## config.mk

```make
export PLATFORM = sky130hd
export DESIGN_NAME = epoch_seconds_to_civil_date
export DESIGN_NICKNAME = d
export VERILOG_FILES = /design/src/sv/escd_pkg.sv /design/src/sv/escd_day_split.sv /design/src/sv/escd_time_of_day.sv /design/src/sv/escd_civil_date.sv /design/src/sv/epoch_seconds_to_civil_date.sv
export VERILOG_INCLUDE_DIRS = /design/src /design/src/sv
export SDC_FILE = /design/constraint.sdc
export NUM_CORES = 2
export LEC_CHECK = 0
export ABC_AREA = 1
export BUFFER_PORTS_ARGS = -buffer_cell sky130_fd_sc_hd__buf_2
export CORE_MARGIN = 4
export CORE_UTILIZATION = 30
export CTS_CLUSTER_SIZE = 8
export DETAILED_ROUTE_END_ITERATION = 10
export SLEW_MARGIN = 0
export SYNTH_ARGS = -nofsm -noshare
export SYNTH_HDL_FRONTEND = slang
export SYNTH_SLANG_ARGS = --single-unit
```

## constraint.sdc

```tcl
create_clock -name clk -period 8.05 [get_ports clk]
set_input_delay 0.4025 -clock clk [delete_from_list [all_inputs] [get_ports clk]]
set_output_delay 0.4025 -clock clk [all_outputs]
set_load 0.02 [all_outputs]
```

## src/sv/epoch_seconds_to_civil_date_assert.svh

```systemverilog
// -----------------------------------------------------------------------------
// Assertion macros for epoch_seconds_to_civil_date
// Concurrent checks clocked on clk, switched off while rst_n is low.
// -----------------------------------------------------------------------------
`ifndef EPOCH_SECONDS_TO_CIVIL_DATE_ASSERT_SVH
`define EPOCH_SECONDS_TO_CIVIL_DATE_ASSERT_SVH

// same-cycle implication
`define ESCD_ASSERT_NOW(lbl, ante, cons, msg) \
    lbl: assert property (@(posedge clk) disable iff (!rst_n) (ante) |-> (cons)) \
        else $error(msg);

// next-cycle implication
`define ESCD_ASSERT_NEXT(lbl, ante, cons, msg) \
    lbl: assert property (@(posedge clk) disable iff (!rst_n) (ante) |=> (cons)) \
        else $error(msg);

`endif

```

## src/sv/escd_pkg.sv

```systemverilog
// -----------------------------------------------------------------------------
// escd_pkg
// Shared types and constants of the seconds-to-date pipeline.
// -----------------------------------------------------------------------------
`default_nettype none

package escd_pkg;

    // register stages from input to output register
    localparam int NUM_STAGES = 10;

    typedef logic [NUM_STAGES-1:0] escd_stage_en_t;

    // result of the day split, stage 3
    typedef struct packed {
        logic [16:0] tod;   // seconds into the day
        logic [17:0] doe;   // day of the 400-year era
        logic        era5;  // era starting 2000-03-01 (else 1600-03-01)
        logic [2:0]  wday;  // 0 = Sunday
    } escd_split_t;

    typedef struct packed {
        logic [4:0] hour;
        logic [5:0] minute;
        logic [5:0] second;
    } escd_time_t;

    typedef struct packed {
        logic [2:0] weekday;
        logic [4:0] day_of_month;
        logic [3:0] month_index;
        logic [7:0] years_since_1900;
    } escd_date_t;

endpackage

`default_nettype wire

```

## src/sv/escd_day_split.sv

```systemverilog
// -----------------------------------------------------------------------------
// escd_day_split
// Stages 1 to 3: floor split of the timestamp into day number and time of
// day, then day of era, era and weekday.
// -----------------------------------------------------------------------------
`default_nettype none

module escd_day_split
    import escd_pkg::*;
(
    input  wire logic               clk,
    input  wire logic signed [31:0] seconds_since_1970,
    input  wire escd_stage_en_t     stage_en,
    output escd_split_t             split
);

    // 24856 days: lifts any 32-bit time above zero
    localparam logic [32:0] DAY_BIAS    = 33'd2147558400;
    // 86400 = 128 * 675; low 7 bits bypass the divide
    localparam int          RECIP_SHIFT = 36;
    localparam logic [26:0] RECIP_675   =
        27'(((64'd1 << RECIP_SHIFT) + 64'd674) / 64'd675);
    localparam logic [25:0] DAY_UNITS   = 26'd675;
    // 719468 - 24856 - 4 * 146097: biased day to day of era
    localparam logic [17:0] DOE_SHIFT   = 18'd110224;
    localparam logic [17:0] DAYS_ERA    = 18'd146097;
    // (719468 - 24856 + 3) mod 7
    localparam logic [16:0] WDAY_OFFSET = 17'd5;

    function automatic logic [2:0] mod7(input logic [16:0] x);
        logic [5:0] s1;
        logic [3:0] s2;
        s1 = 6'(x[2:0]) + 6'(x[5:3]) + 6'(x[8:6]) + 6'(x[11:9])
           + 6'(x[14:12]) + 6'(x[16:15]);
        s2 = 4'(s1[2:0]) + 4'(s1[5:3]);
        if (s2 >= 4'd7)
        begin
            s2 = s2 - 4'd7;
        end
        return s2[2:0];
    endfunction

    logic [32:0]  biased_reg, biased_next;
    logic [52:0]  day_prod;
    logic [15:0]  dayq_reg, dayq_next;
    logic [25:0]  units_reg;
    logic [6:0]   frac_reg;
    logic [25:0]  units_rem;
    logic [17:0]  doe_sum;
    escd_split_t  split_reg, split_next;

    always_comb
    begin
        biased_next = {seconds_since_1970[31], seconds_since_1970} + DAY_BIAS;
        day_prod    = 53'(biased_reg[32:7]) * 53'(RECIP_675);
        dayq_next   = day_prod[51:36];

        units_rem   = units_reg - 26'(dayq_reg) * DAY_UNITS;
        doe_sum     = 18'(dayq_reg) + DOE_SHIFT;
        split_next.tod  = {units_rem[9:0], frac_reg};
        split_next.era5 = (doe_sum >= DAYS_ERA);
        split_next.doe  = split_next.era5 ? (doe_sum - DAYS_ERA) : doe_sum;
        split_next.wday = mod7(17'(dayq_reg) + WDAY_OFFSET);
    end

    always_ff @(posedge clk)
    begin
        if (stage_en[0])
        begin
            biased_reg <= biased_next;
        end
        if (stage_en[1])
        begin
            dayq_reg  <= dayq_next;
            units_reg <= biased_reg[32:7];
            frac_reg  <= biased_reg[6:0];
        end
        if (stage_en[2])
        begin
            split_reg <= split_next;
        end
    end

    assign split = split_reg;

endmodule

`default_nettype wire

```

## src/sv/escd_time_of_day.sv

```systemverilog
// -----------------------------------------------------------------------------
// escd_time_of_day
// Stages 4 to 10: hour, minute and second from the seconds into the day.
// -----------------------------------------------------------------------------
`default_nettype none

module escd_time_of_day
    import escd_pkg::*;
(
    input  wire logic           clk,
    input  wire logic [16:0]    tod,
    input  wire escd_stage_en_t stage_en,
    output escd_time_t          time_out
);

    localparam logic [17:0] RECIP_3600 = 18'(((64'd1 << 29) + 64'd3599) / 64'd3600);
    localparam logic [12:0] RECIP_60   = 13'(((64'd1 << 18) + 64'd59) / 64'd60);
    localparam logic [16:0] SECS_HOUR  = 17'd3600;
    localparam logic [11:0] SECS_MIN   = 12'd60;
    // stages 7 to 10: delay line up to the output register
    localparam int          DLY        = 4;

    logic [34:0] hour_prod;
    logic [24:0] min_prod;
    logic [16:0] hour_rem;
    logic [11:0] sec_rem;

    logic [16:0] tod4_reg;
    logic [4:0]  hour4_reg, hour4_next, hour5_reg, hour6_reg;
    logic [11:0] rem5_reg, rem5_next, rem6_reg;
    logic [5:0]  min6_reg, min6_next;
    escd_time_t  time7_next;
    escd_time_t  dly_reg [DLY];

    always_comb
    begin
        hour_prod  = 35'(tod) * 35'(RECIP_3600);
        hour4_next = hour_prod[33:29];
        hour_rem   = tod4_reg - 17'(hour4_reg) * SECS_HOUR;
        rem5_next  = hour_rem[11:0];
        min_prod   = 25'(rem5_reg) * 25'(RECIP_60);
        min6_next  = min_prod[23:18];
        sec_rem    = rem6_reg - 12'(min6_reg) * SECS_MIN;
        time7_next.hour   = hour6_reg;
        time7_next.minute = min6_reg;
        time7_next.second = sec_rem[5:0];
    end

    always_ff @(posedge clk)
    begin
        if (stage_en[3])
        begin
            tod4_reg  <= tod;
            hour4_reg <= hour4_next;
        end
        if (stage_en[4])
        begin
            rem5_reg  <= rem5_next;
            hour5_reg <= hour4_reg;
        end
        if (stage_en[5])
        begin
            rem6_reg  <= rem5_reg;
            min6_reg  <= min6_next;
            hour6_reg <= hour5_reg;
        end
        if (stage_en[6])
        begin
            dly_reg[0] <= time7_next;
        end
        for (int i = 1; i < DLY; i++)
        begin
            if (stage_en[6 + i])
            begin
                dly_reg[i] <= dly_reg[i - 1];
            end
        end
    end

    assign time_out = dly_reg[DLY - 1];

endmodule

`default_nettype wire

```

## src/sv/escd_civil_date.sv

```systemverilog
// -----------------------------------------------------------------------------
// escd_civil_date
// Stages 4 to 10: year of era, day of year, month and day from day of era.
// -----------------------------------------------------------------------------
`default_nettype none

module escd_civil_date
    import escd_pkg::*;
(
    input  wire logic           clk,
    input  wire escd_split_t    split,
    input  wire escd_stage_en_t stage_en,
    output escd_date_t          date
);

    localparam logic [18:0] RECIP_1460 = 19'(((64'd1 << 29) + 64'd1459) / 64'd1460);
    localparam logic [18:0] RECIP_365  = 19'(((64'd1 << 27) + 64'd364) / 64'd365);
    localparam logic [9:0]  RECIP_100  = 10'(((64'd1 << 16) + 64'd99) / 64'd100);
    localparam logic [11:0] RECIP_153  = 12'(((64'd1 << 19) + 64'd152) / 64'd153);
    localparam logic [17:0] DAYS_CENT1 = 18'd36524;
    localparam logic [17:0] DAYS_CENT2 = 18'd73048;
    localparam logic [17:0] DAYS_CENT3 = 18'd109572;
    localparam logic [17:0] DAYS_LAST  = 18'd146096;
    localparam logic [17:0] DAYS_YEAR  = 18'd365;
    localparam logic [3:0]  MP_JAN     = 4'd10;   // March-based index of January
    localparam logic [9:0]  YEAR_ERA5  = 10'd100;  // 2000 - 1900
    localparam logic [9:0]  YEAR_ERA4  = 10'(-300); // 1600 - 1900

    // first day of each March-based month within the year
    function automatic logic [8:0] month_start(input logic [3:0] mp);
        logic [8:0] r;
        unique case (mp)
            4'd0:    r = 9'd0;
            4'd1:    r = 9'd31;
            4'd2:    r = 9'd61;
            4'd3:    r = 9'd92;
            4'd4:    r = 9'd122;
            4'd5:    r = 9'd153;
            4'd6:    r = 9'd184;
            4'd7:    r = 9'd214;
            4'd8:    r = 9'd245;
            4'd9:    r = 9'd275;
            4'd10:   r = 9'd306;
            4'd11:   r = 9'd337;
            default: r = 9'd0;
        endcase
        return r;
    endfunction

    logic [36:0] q1460_prod, yoe_prod;
    logic [18:0] y100_prod;
    logic [22:0] mp_prod;
    logic [10:0] mp_arg;
    logic [17:0] doy_full;
    logic [8:0]  mday_full;

    // carried along the stages that use them
    logic [17:0] doe4_reg, doe5_reg, doe6_reg, doe7_reg;
    logic [2:0]  wday_reg [4:9];
    logic        era_reg  [4:9];

    logic [6:0]  q1460_reg, q1460_next;
    logic [2:0]  cent_reg, cent_next;
    logic        last_reg, last_next;
    logic [17:0] t5_reg, t5_next;
    logic [8:0]  yoe6_reg, yoe6_next, yoe7_reg, yoe8_reg, yoe9_reg;
    logic [1:0]  y100_reg, y100_next;
    logic [17:0] y365_reg, y365_next;
    logic [8:0]  doy8_reg, doy8_next, doy9_reg;
    logic [3:0]  mp9_reg, mp9_next;
    escd_date_t  date_reg, date_next;

    always_comb
    begin
        q1460_prod = 37'(split.doe) * 37'(RECIP_1460);
        q1460_next = q1460_prod[35:29];
        cent_next  = 3'(split.doe >= DAYS_CENT1) + 3'(split.doe >= DAYS_CENT2)
                   + 3'(split.doe >= DAYS_CENT3) + 3'(split.doe >= DAYS_LAST);
        last_next  = (split.doe == DAYS_LAST);

        t5_next    = doe4_reg - 18'(q1460_reg) + 18'(cent_reg) - 18'(last_reg);

        yoe_prod   = 37'(t5_reg) * 37'(RECIP_365);
        yoe6_next  = yoe_prod[35:27];

        y100_prod  = 19'(yoe6_reg) * 19'(RECIP_100);
        y100_next  = y100_prod[17:16];
        y365_next  = 18'(yoe6_reg) * DAYS_YEAR;

        doy_full   = doe7_reg - (y365_reg + 18'(yoe7_reg[8:2]) - 18'(y100_reg));
        doy8_next  = doy_full[8:0];

        mp_arg     = {doy8_reg, 2'b00} + 11'(doy8_reg) + 11'd2;
        mp_prod    = 23'(mp_arg) * 23'(RECIP_153);
        mp9_next   = mp_prod[22:19];

        mday_full  = doy9_reg - month_start(mp9_reg) + 9'd1;
        date_next.weekday      = wday_reg[9];
        date_next.day_of_month = mday_full[4:0];
        date_next.month_index  = (mp9_reg < MP_JAN) ? (mp9_reg + 4'd2) : (mp9_reg - MP_JAN);
        date_next.years_since_1900 = 8'(10'(yoe9_reg)
                                   + (era_reg[9] ? YEAR_ERA5 : YEAR_ERA4)
                                   + 10'(mp9_reg >= MP_JAN));
    end

    always_ff @(posedge clk)
    begin
        if (stage_en[3])
        begin
            doe4_reg    <= split.doe;
            era_reg[4]  <= split.era5;
            wday_reg[4] <= split.wday;
            q1460_reg   <= q1460_next;
            cent_reg    <= cent_next;
            last_reg    <= last_next;
        end
        for (int s = 5; s <= 9; s++)
        begin
            if (stage_en[s - 1])
            begin
                era_reg[s]  <= era_reg[s - 1];
                wday_reg[s] <= wday_reg[s - 1];
            end
        end
        if (stage_en[4])
        begin
            doe5_reg <= doe4_reg;
            t5_reg   <= t5_next;
        end
        if (stage_en[5])
        begin
            doe6_reg <= doe5_reg;
            yoe6_reg <= yoe6_next;
        end
        if (stage_en[6])
        begin
            doe7_reg <= doe6_reg;
            yoe7_reg <= yoe6_reg;
            y100_reg <= y100_next;
            y365_reg <= y365_next;
        end
        if (stage_en[7])
        begin
            yoe8_reg <= yoe7_reg;
            doy8_reg <= doy8_next;
        end
        if (stage_en[8])
        begin
            yoe9_reg <= yoe8_reg;
            doy9_reg <= doy8_reg;
            mp9_reg  <= mp9_next;
        end
        if (stage_en[9])
        begin
            date_reg <= date_next;
        end
    end

    assign date = date_reg;

endmodule

`default_nettype wire

```

## src/sv/epoch_seconds_to_civil_date.sv

```systemverilog
// -----------------------------------------------------------------------------
// epoch_seconds_to_civil_date
// Signed seconds since 1970-01-01 to time of day, weekday and civil date.
// -----------------------------------------------------------------------------
//
//   channel   dir   payload
//   s_*       in    timestamp and daylight-saving flag
//   m_*       out   second, minute, hour, weekday, day, month, year, flag
//
// One transaction per cycle sustained while m_tready is high; ten register
// stages, each at most one multiplier deep (reciprocal multiplies).
// rst_n clears only the stage valid bits; data registers are not reset.
// Each stage moves when it is empty or the stage after it moves, so bubbles
// are squeezed out and s_tready stays high while the output register is free.
// A stalled m_* side holds its transaction; nothing is dropped or repeated.
// -----------------------------------------------------------------------------
`default_nettype none

module epoch_seconds_to_civil_date
    import escd_pkg::*;
(
    input  wire logic        clk,
    input  wire logic        rst_n,
    input  wire logic        s_tvalid,
    output logic             s_tready,
    input  wire logic [39:0] s_tdata,   // [31:0] seconds_since_1970, [33:32] dst_flag
    output logic             m_tvalid,
    input  wire logic        m_tready,
    output logic [39:0]      m_tdata    // [5:0] second, [11:6] minute, [16:12] hour,
                                        // [19:17] weekday, [24:20] day_of_month,
                                        // [28:25] month_index, [36:29] years_since_1900,
                                        // [38:37] dst_out
);

    localparam int LAST = NUM_STAGES - 1;

    escd_stage_en_t stage_en;
    logic [NUM_STAGES-1:0] valid_reg, valid_next;
    logic [1:0]  dst_reg [NUM_STAGES];
    escd_split_t split;
    escd_time_t  time_out;
    escd_date_t  date;

    // stage enables: ripple back from the output register
    always_comb
    begin
        stage_en[LAST] = !valid_reg[LAST] || m_tready;
        for (int i = LAST - 1; i >= 0; i--)
        begin
            stage_en[i] = !valid_reg[i] || stage_en[i + 1];
        end
    end

    always_comb
    begin
        valid_next[0] = stage_en[0] ? s_tvalid : valid_reg[0];
        for (int i = 1; i < NUM_STAGES; i++)
        begin
            valid_next[i] = stage_en[i] ? valid_reg[i - 1] : valid_reg[i];
        end
    end

    always_ff @(posedge clk or negedge rst_n)
    begin
        if (!rst_n)
        begin
            valid_reg <= '0;
        end
        else
        begin
            valid_reg <= valid_next;
        end
    end

    // daylight-saving flag rides alongside the arithmetic
    always_ff @(posedge clk)
    begin
        if (stage_en[0])
        begin
            dst_reg[0] <= s_tdata[33:32];
        end
        for (int i = 1; i < NUM_STAGES; i++)
        begin
            if (stage_en[i])
            begin
                dst_reg[i] <= dst_reg[i - 1];
            end
        end
    end

    escd_day_split u_day_split (
        .clk                (clk),
        .seconds_since_1970 (s_tdata[31:0]),
        .stage_en           (stage_en),
        .split              (split)
    );

    escd_time_of_day u_time_of_day (
        .clk      (clk),
        .tod      (split.tod),
        .stage_en (stage_en),
        .time_out (time_out)
    );

    escd_civil_date u_civil_date (
        .clk      (clk),
        .split    (split),
        .stage_en (stage_en),
        .date     (date)
    );

    assign s_tready = stage_en[0];
    assign m_tvalid = valid_reg[LAST];
    assign m_tdata  = {1'b0, dst_reg[LAST], date.years_since_1900, date.month_index,
                       date.day_of_month, date.weekday, time_out.hour,
                       time_out.minute, time_out.second};

`include "epoch_seconds_to_civil_date_assert.svh"

    `ESCD_ASSERT_NOW(a_ready_when_out_free, !m_tvalid, s_tready, "input stalled with output free")
    `ESCD_ASSERT_NOW(a_time_range, m_tvalid,
        (m_tdata[5:0] < 6'd60) && (m_tdata[11:6] < 6'd60) && (m_tdata[16:12] < 5'd24),
        "time of day out of range")
    `ESCD_ASSERT_NOW(a_date_range, m_tvalid,
        (m_tdata[19:17] < 3'd7) && (m_tdata[28:25] < 4'd12) && (m_tdata[24:20] != 5'd0)
        && ((m_tdata[28:25] != 4'd1) || (m_tdata[24:20] <= 5'd29)),
        "calendar date out of range")
    `ESCD_ASSERT_NEXT(a_drain, m_tvalid && m_tready && !valid_reg[LAST - 1], !m_tvalid,
        "result delivered twice")

endmodule

`default_nettype wire
```

Word level (Yosys, flattened, before mapping)
Memory sizes are Yosys's and may differ from the RTL's. A register that Yosys moved wholly into a read port is not among the register bits.
Index checks and enable logic that the tools add are counted.
{"block": "classes", "addsub": 31, "n_mul": 11, "n_lt_le_gt_ge": 8, "eq_ne": 1, "n_mux": 25, "n_reduce_logical": 20}
{"cell": "multiplier 18 x 16 -> 33 bit (second input constant)", "count": 2}
{"cell": "multiplier 26 x 27 -> 52 bit (second input constant)", "count": 1}
{"cell": "greater-or-equal comparator 18 x 17 -> 1 bit (second input constant)", "count": 2}
{"cell": "greater-or-equal comparator 18 bit (second input constant)", "count": 2}
{"cell": "multiplier 17 x 18 -> 34 bit (second input constant)", "count": 1}
{"cell": "adder 33 x 32 -> 33 bit (second input constant)", "count": 1}
{"cell": "multiplier 11 x 12 -> 23 bit (second input constant)", "count": 1}
{"cell": "multiplier 12 x 12 -> 23 bit (second input constant)", "count": 1}
{"cell": "2-to-1 mux 1 bit", "count": 20}
{"cell": "adder 16 x 17 -> 18 bit (second input constant)", "count": 1}
{"cell": "adder 18 x 3 -> 18 bit", "count": 1}
{"cell": "adder 6 x 3 -> 6 bit", "count": 3}
{"cell": "== test 18 bit (second input constant)", "count": 1}
{"cell": "greater-or-equal comparator 18 x 16 -> 1 bit (second input constant)", "count": 1}
{"cell": "2-to-1 mux 18 bit", "count": 1}
{"cell": "subtractor 18 x 1 -> 18 bit", "count": 1}
{"cell": "subtractor 18 bit (second input constant)", "count": 1}
{"cell": "subtractor 18 x 7 -> 18 bit", "count": 1}
{"cell": "adder 16 x 3 -> 17 bit (second input constant)", "count": 1}
{"cell": "multiplier 16 x 10 -> 10 bit (second input constant)", "count": 1}
{"cell": "multiplier 9 x 6 -> 14 bit (second input constant)", "count": 1}
{"cell": "subtractor 12 bit", "count": 1}
{"cell": "adder 11 x 2 -> 11 bit (second input constant)", "count": 1}
{"cell": "adder 11 x 9 -> 11 bit", "count": 1}
{"cell": "27 further kinds", "count": 48}
{"block": "totals", "register_bits": 320, "mem_bits_rw": 112, "rom_bits": 144, "input_bits": 44, "out_inout_bits": 42, "word_cells": 146, "memories": 5}
{"memory": "(no name shown)", "depth": 16, "width": 9, "read_ports": 1, "rd_clocked_by_memory_dff": 1, "wr": 0, "line": "escd_civil_date.sv:32", "rtl": "unique case (mp)"}
{"memory": "u_time_of_day.dly_reg", "depth": 4, "width": 17, "read_ports": 4, "rd_clocked_by_memory_dff": 0, "wr": 4, "line": "escd_time_of_day.sv:33", "rtl": "escd_time_t dly_reg [DLY];"}
{"memory": "dst_reg", "depth": 10, "width": 2, "read_ports": 10, "rd_clocked_by_memory_dff": 0, "wr": 10, "line": "epoch_seconds_to_civil_date.sv:39", "rtl": "logic [1:0] dst_reg [NUM_STAGES];"}
{"memory": "u_civil_date.wday_reg", "depth": 6, "width": 3, "read_ports": 6, "rd_clocked_by_memory_dff": 1, "wr": 6, "line": "escd_civil_date.sv:59", "rtl": "logic [2:0] wday_reg [4:9];"}
{"memory": "u_civil_date.era_reg", "depth": 6, "width": 1, "read_ports": 6, "rd_clocked_by_memory_dff": 0, "wr": 6, "line": "escd_civil_date.sv:60", "rtl": "logic era_reg [4:9];"}

Depth between registers and ports, before layout
{"block": "logic_depth", "word_depth": 13, "depth_mapped": 33, "ltp_nobuf": 33}

Cells and area by module
Synthesis repeated with hierarchy kept, for this count alone.
{"block": "unflattened", "hier_cells": 5340, "hier_area_um2": 52552.9}
{"mod": "escd_civil_date", "instances": 1, "cells_each": 2309, "area_per_inst_um2": 23415.0, "seq_area_each_um2": 5475.3}
{"mod": "escd_day_split", "instances": 1, "cells_each": 1938, "area_per_inst_um2": 17480.5, "seq_area_each_um2": 3153.0}
{"mod": "escd_time_of_day", "instances": 1, "cells_each": 1029, "area_per_inst_um2": 10616.4, "seq_area_each_um2": 3573.4}
{"mod": "epoch_seconds_to_civil_date", "instances": 1, "cells_each": 64, "area_per_inst_um2": 1041.0, "seq_area_each_um2": 850.8}

Least setup slack after synthesis
OpenSTA, ideal clock, no wires.
{"block": "synth_timing", "path_type": "reg2reg", "from": "register u_civil_date.doy8_reg[0]", "to": "register with a tool-made name", "arrival_time_ps": 5613, "t_required_ps": 7936, "path_slack_ps": 2324, "path_stages_with_launch": 30, "n_path_buf": 0, "synth_period_minus_slack_ps": 5726, "path_cell_list": "edfxtp_1 > fa_1 > nand3_1 > nand2_1 > nand2_1 > nand3_1 > nand2_1 > inv_1 > ha_1 > inv_1 > fa_1 > inv_1 > fa_1 > fa_1 > fa_1 > inv_1 > ha_1 > a21o_1 > nor2_1 > o21ai_0 > nand2_1 > nand3_1 > xor2_1 > o21ai_0 > inv_1 > ha_1 > nand3_1 > nand2_1 > nand3_1 > nand2_1"}
{"element": "start: declaration", "line": "escd_civil_date.sv:69", "rtl": "logic [8:0] doy8_reg, doy8_next, doy9_reg;"}
{"element": "start signal: assignment", "line": "escd_civil_date.sv:145", "rtl": "doy8_reg <= doy8_next;"}

==> impl_metrics.env <==
export IMPL_outcome="completed"
export IMPL_hold_viol=0
export IMPL_grt_remaining_overflow=0
export IMPL_dr_pass1_iters=5
export IMPL_setup_tns_final_ns=0
export IMPL_crit_required_ns=8.63
export IMPL_grt_antenna_before_repair=1
export IMPL_finalMaxSlewViolations=0
export IMPL_hp_class="input port to flip-flop"
export IMPL_grt_pass1_vias=35410
export IMPL_clock_latency_ns=0.64
export IMPL_ys_async_sr_fraction_pct=2.283
export IMPL_timing_rr_start="u_civil_date.doy8_reg[1]$_DFFE_PP_"
export IMPL_final_util_pct=33.33
export IMPL_via_count=33170
export IMPL_final_antenna_net_count=0
export IMPL_cp_max_fo=6
export IMPL_path_common_cell="inv_1"
export IMPL_syn_inst=5005
export IMPL_synth_edff_count=423
export IMPL_skew_ns=0.03053
export IMPL_fmax_ghz=0.1552
export IMPL_grt_pass1_wl_mm=182.4
export IMPL_die_w_um=421.0
export IMPL_grt_max_degree=53
export IMPL_synth_main_ff_cell="edfxtp_1"
export IMPL_setup_viol=0
export IMPL_yosysWarnings=0
export IMPL_cts_htree_levels=3
export IMPL_synthTopCellsByCount="inv_1 (1,185), ha_1 (1,069), fa_1 (560)"
export IMPL_cp_slowest_cell="fa_1"
export IMPL_yosysMostFrequentCell="inv_1"
export IMPL_drive_gt1_share_pct=4.057
export IMPL_dp_hpwl_mm=90.82
export IMPL_grt_setup_unrepaired="false"
export IMPL_vias_per_cell=4.470
export IMPL_routed_wl_mm=108.3
export IMPL_holdCritStartpoint="s_tdata[11]"
export IMPL_cpPeakStageDelay_ns=0.58
export IMPL_syn_area_sq_um=51180
export IMPL_clock_sinks=438
export IMPL_synth_area_leader_cell="ha_1"
export IMPL_largest_reg_flops=68
export IMPL_worst_setup_path_start_kind="flip-flop"
export IMPL_area_growth_pct=10.39
export IMPL_cap_violations=0
export IMPL_min_period_ns=6.442
export IMPL_port_buffers=78
export IMPL_min_period_over_period_pct=80.02
export IMPL_worstMarginPinSlew_ns=1.050
export IMPL_syn_nets=6678
export IMPL_cts_clk_slew_worst_paths_ns=0.05
export IMPL_whs_path_depth=2
export IMPL_die_area_sq_um=177300
export IMPL_synth_area_leaders="ha_1 (26%), edfxtp_1 (25%), fa_1 (22%)"
export IMPL_max_clock_path_buffers=3
export IMPL_wl_per_cell_um=14.59
export IMPL_ios=86
export IMPL_rows=151
export IMPL_cts_made_buffers=66
export IMPL_start_util_pct=30.20
export IMPL_ys_seq_elements=438
export IMPL_cts_tree="built"
export IMPL_drc_errors=0
export IMPL_track_usage_pct=12.57
export IMPL_r2r_cells=31
export IMPL_synth_top_cell_area_share_pct=26.14
export IMPL_clockRootBuffer="clkbuf_16"
export IMPL_max_slew_margin_pct=29.91
export IMPL_yosysUniqueCellTypes=54
export IMPL_fin_nets=6840
export IMPL_gp_congestion=0.9178
export IMPL_dr_first_iter_drc_count=1543
export IMPL_worstHoldEndpoint="u_day_split.biased_reg[11]$_DFFE_PP_"
export IMPL_cp_arrival_ns=7.02
export IMPL_reg2reg_slack_ns=1.61
export IMPL_core_area_sq_um=169500
export IMPL_worstSetupPathType="flip-flop to flip-flop"
export IMPL_die_height_um=421.0
export IMPL_nFillCells=17080
export IMPL_endpoint_kind="flip-flop"
export IMPL_avgSynthCellArea_sq_um=10.23
export IMPL_ys_seq_area_share_pct=25.50
==> stage by stage <==
| stage | setup WS (ns) | std cells | hold WS (ns) | cell area (sq um) |
|---|---|---|---|---|
| floorplan | 2.324 | 5005 | 0.1069 | 51180 |
| global placement | 1.541 | 7303 | 0.3137 | 54360 |
| detailed placement | 1.561 | 7303 | 0.3134 | 54360 |
| CTS | 1.550 | 7419 | 0.02764 | 56490 |
| global route | 0.9572 | 7420 | 0.06204 | 56490 |
| finish | 1.608 | 7421 | 0.08767 | 56490 |
==> cell usage in the layout, fill, tap and decap left out, types with 66 or more instances in the layout <==
| master | count |
|---|---|
| buf_2 | 78 |
| a21oi_1 | 244 |
| nand3_1 | 127 |
| nor2_1 | 207 |
| inv_1 | 1184 |
| clkbuf_16 | 66 |
| fa_1 | 560 |
| nand2_1 | 546 |
| edfxtp_1 | 423 |
| ha_1 | 1069 |
| o21ai_0 | 147 |
| xor2_1 | 135 |
==> cell type report <==
class / instances / area, sq um / share of cell area, %
multi-input combinational: 3364 / 33570 / 59.43
clock buffer: 92 / 1759 / 3.114
sequential: 438 / 13050 / 23.11
antenna: 2 / 5.005 / 0.008859
clock inverter: 10 / 231.5 / 0.4097
tap: 2218 / 2775 / 4.913
timing repair buffer: 102 / 605.6 / 1.072
inverter: 1195 / 4488 / 7.945
==> logic make-up (layout without fill, tap and decap cells) <==
kind of cell    count (synthesis)  after routing  share of synthesized area, %
fa+ha+maj                    1629           1629                         48.04
flops                         438            438                         25.50
xor+xnor                      203            203                         3.518
compound gates                512            512                         5.552
mux                             1              1                       0.02200
buf+inv                      1203           1399                         8.899
other cells                     1              3                      0.007328
simple gates                 1018           1018                         8.454
==> worst max path at each step <==
stage	startpoint	to	slack, ns	cells after the start
3_5_place_dp	u_civil_date.doy8_reg[0]$_DFFE_PP_	flip-flop	1.56	31
2_1_floorplan	u_civil_date.doy8_reg[0]$_DFFE_PP_	flip-flop	2.32	29
4_1_cts	u_civil_date.doy8_reg[0]$_DFFE_PP_	flip-flop	1.55	30
3_3_place_gp	u_civil_date.doy8_reg[0]$_DFFE_PP_	flip-flop	1.54	31
6_report	u_civil_date.doy8_reg[1]$_DFFE_PP_	flip-flop	1.61	31
5_1_grt	u_civil_date.doy8_reg[1]$_DFFE_PP_	flip-flop	0.96	32
==> worst max-delay path, delay by kind of cell, from the launching register on <==
kind                     cells  cell delay, ns
flip-flops                   1            0.54
AND/OR/NAND/NOR             13            1.42
AO/OA/AOI/OAI                3            0.61
XOR/XNOR                     2            0.54
buffers and inverters        6            0.46
adder cells (fa/ha/maj)      7            2.82
==> routing by layer <==
| layer | global-route usage, % | up-vias | share of wire, % |
|---|---|---|---|
| met5 | 0 | - | 0 |
| met4 | 3.393 | 0 | 2.3 |
| met3 | 1.705 | 150 | 3.2 |
| met2 | 21.73 | 438 | 48 |
| met1 | 16.50 | 16060 | 46 |
| li1 | - | 16520 | - |
==> what timing repair did <==
action,4_1_cts,5_1_grt
setup buffers,0,0
hold buffers,14,0
gates resized for setup,0,0
endpoints found under the hold margin,23,0
Power is left out: the tool's default activity adds up to more than one toggle a clock period on the data nets, which glitch-free logic cannot reach.
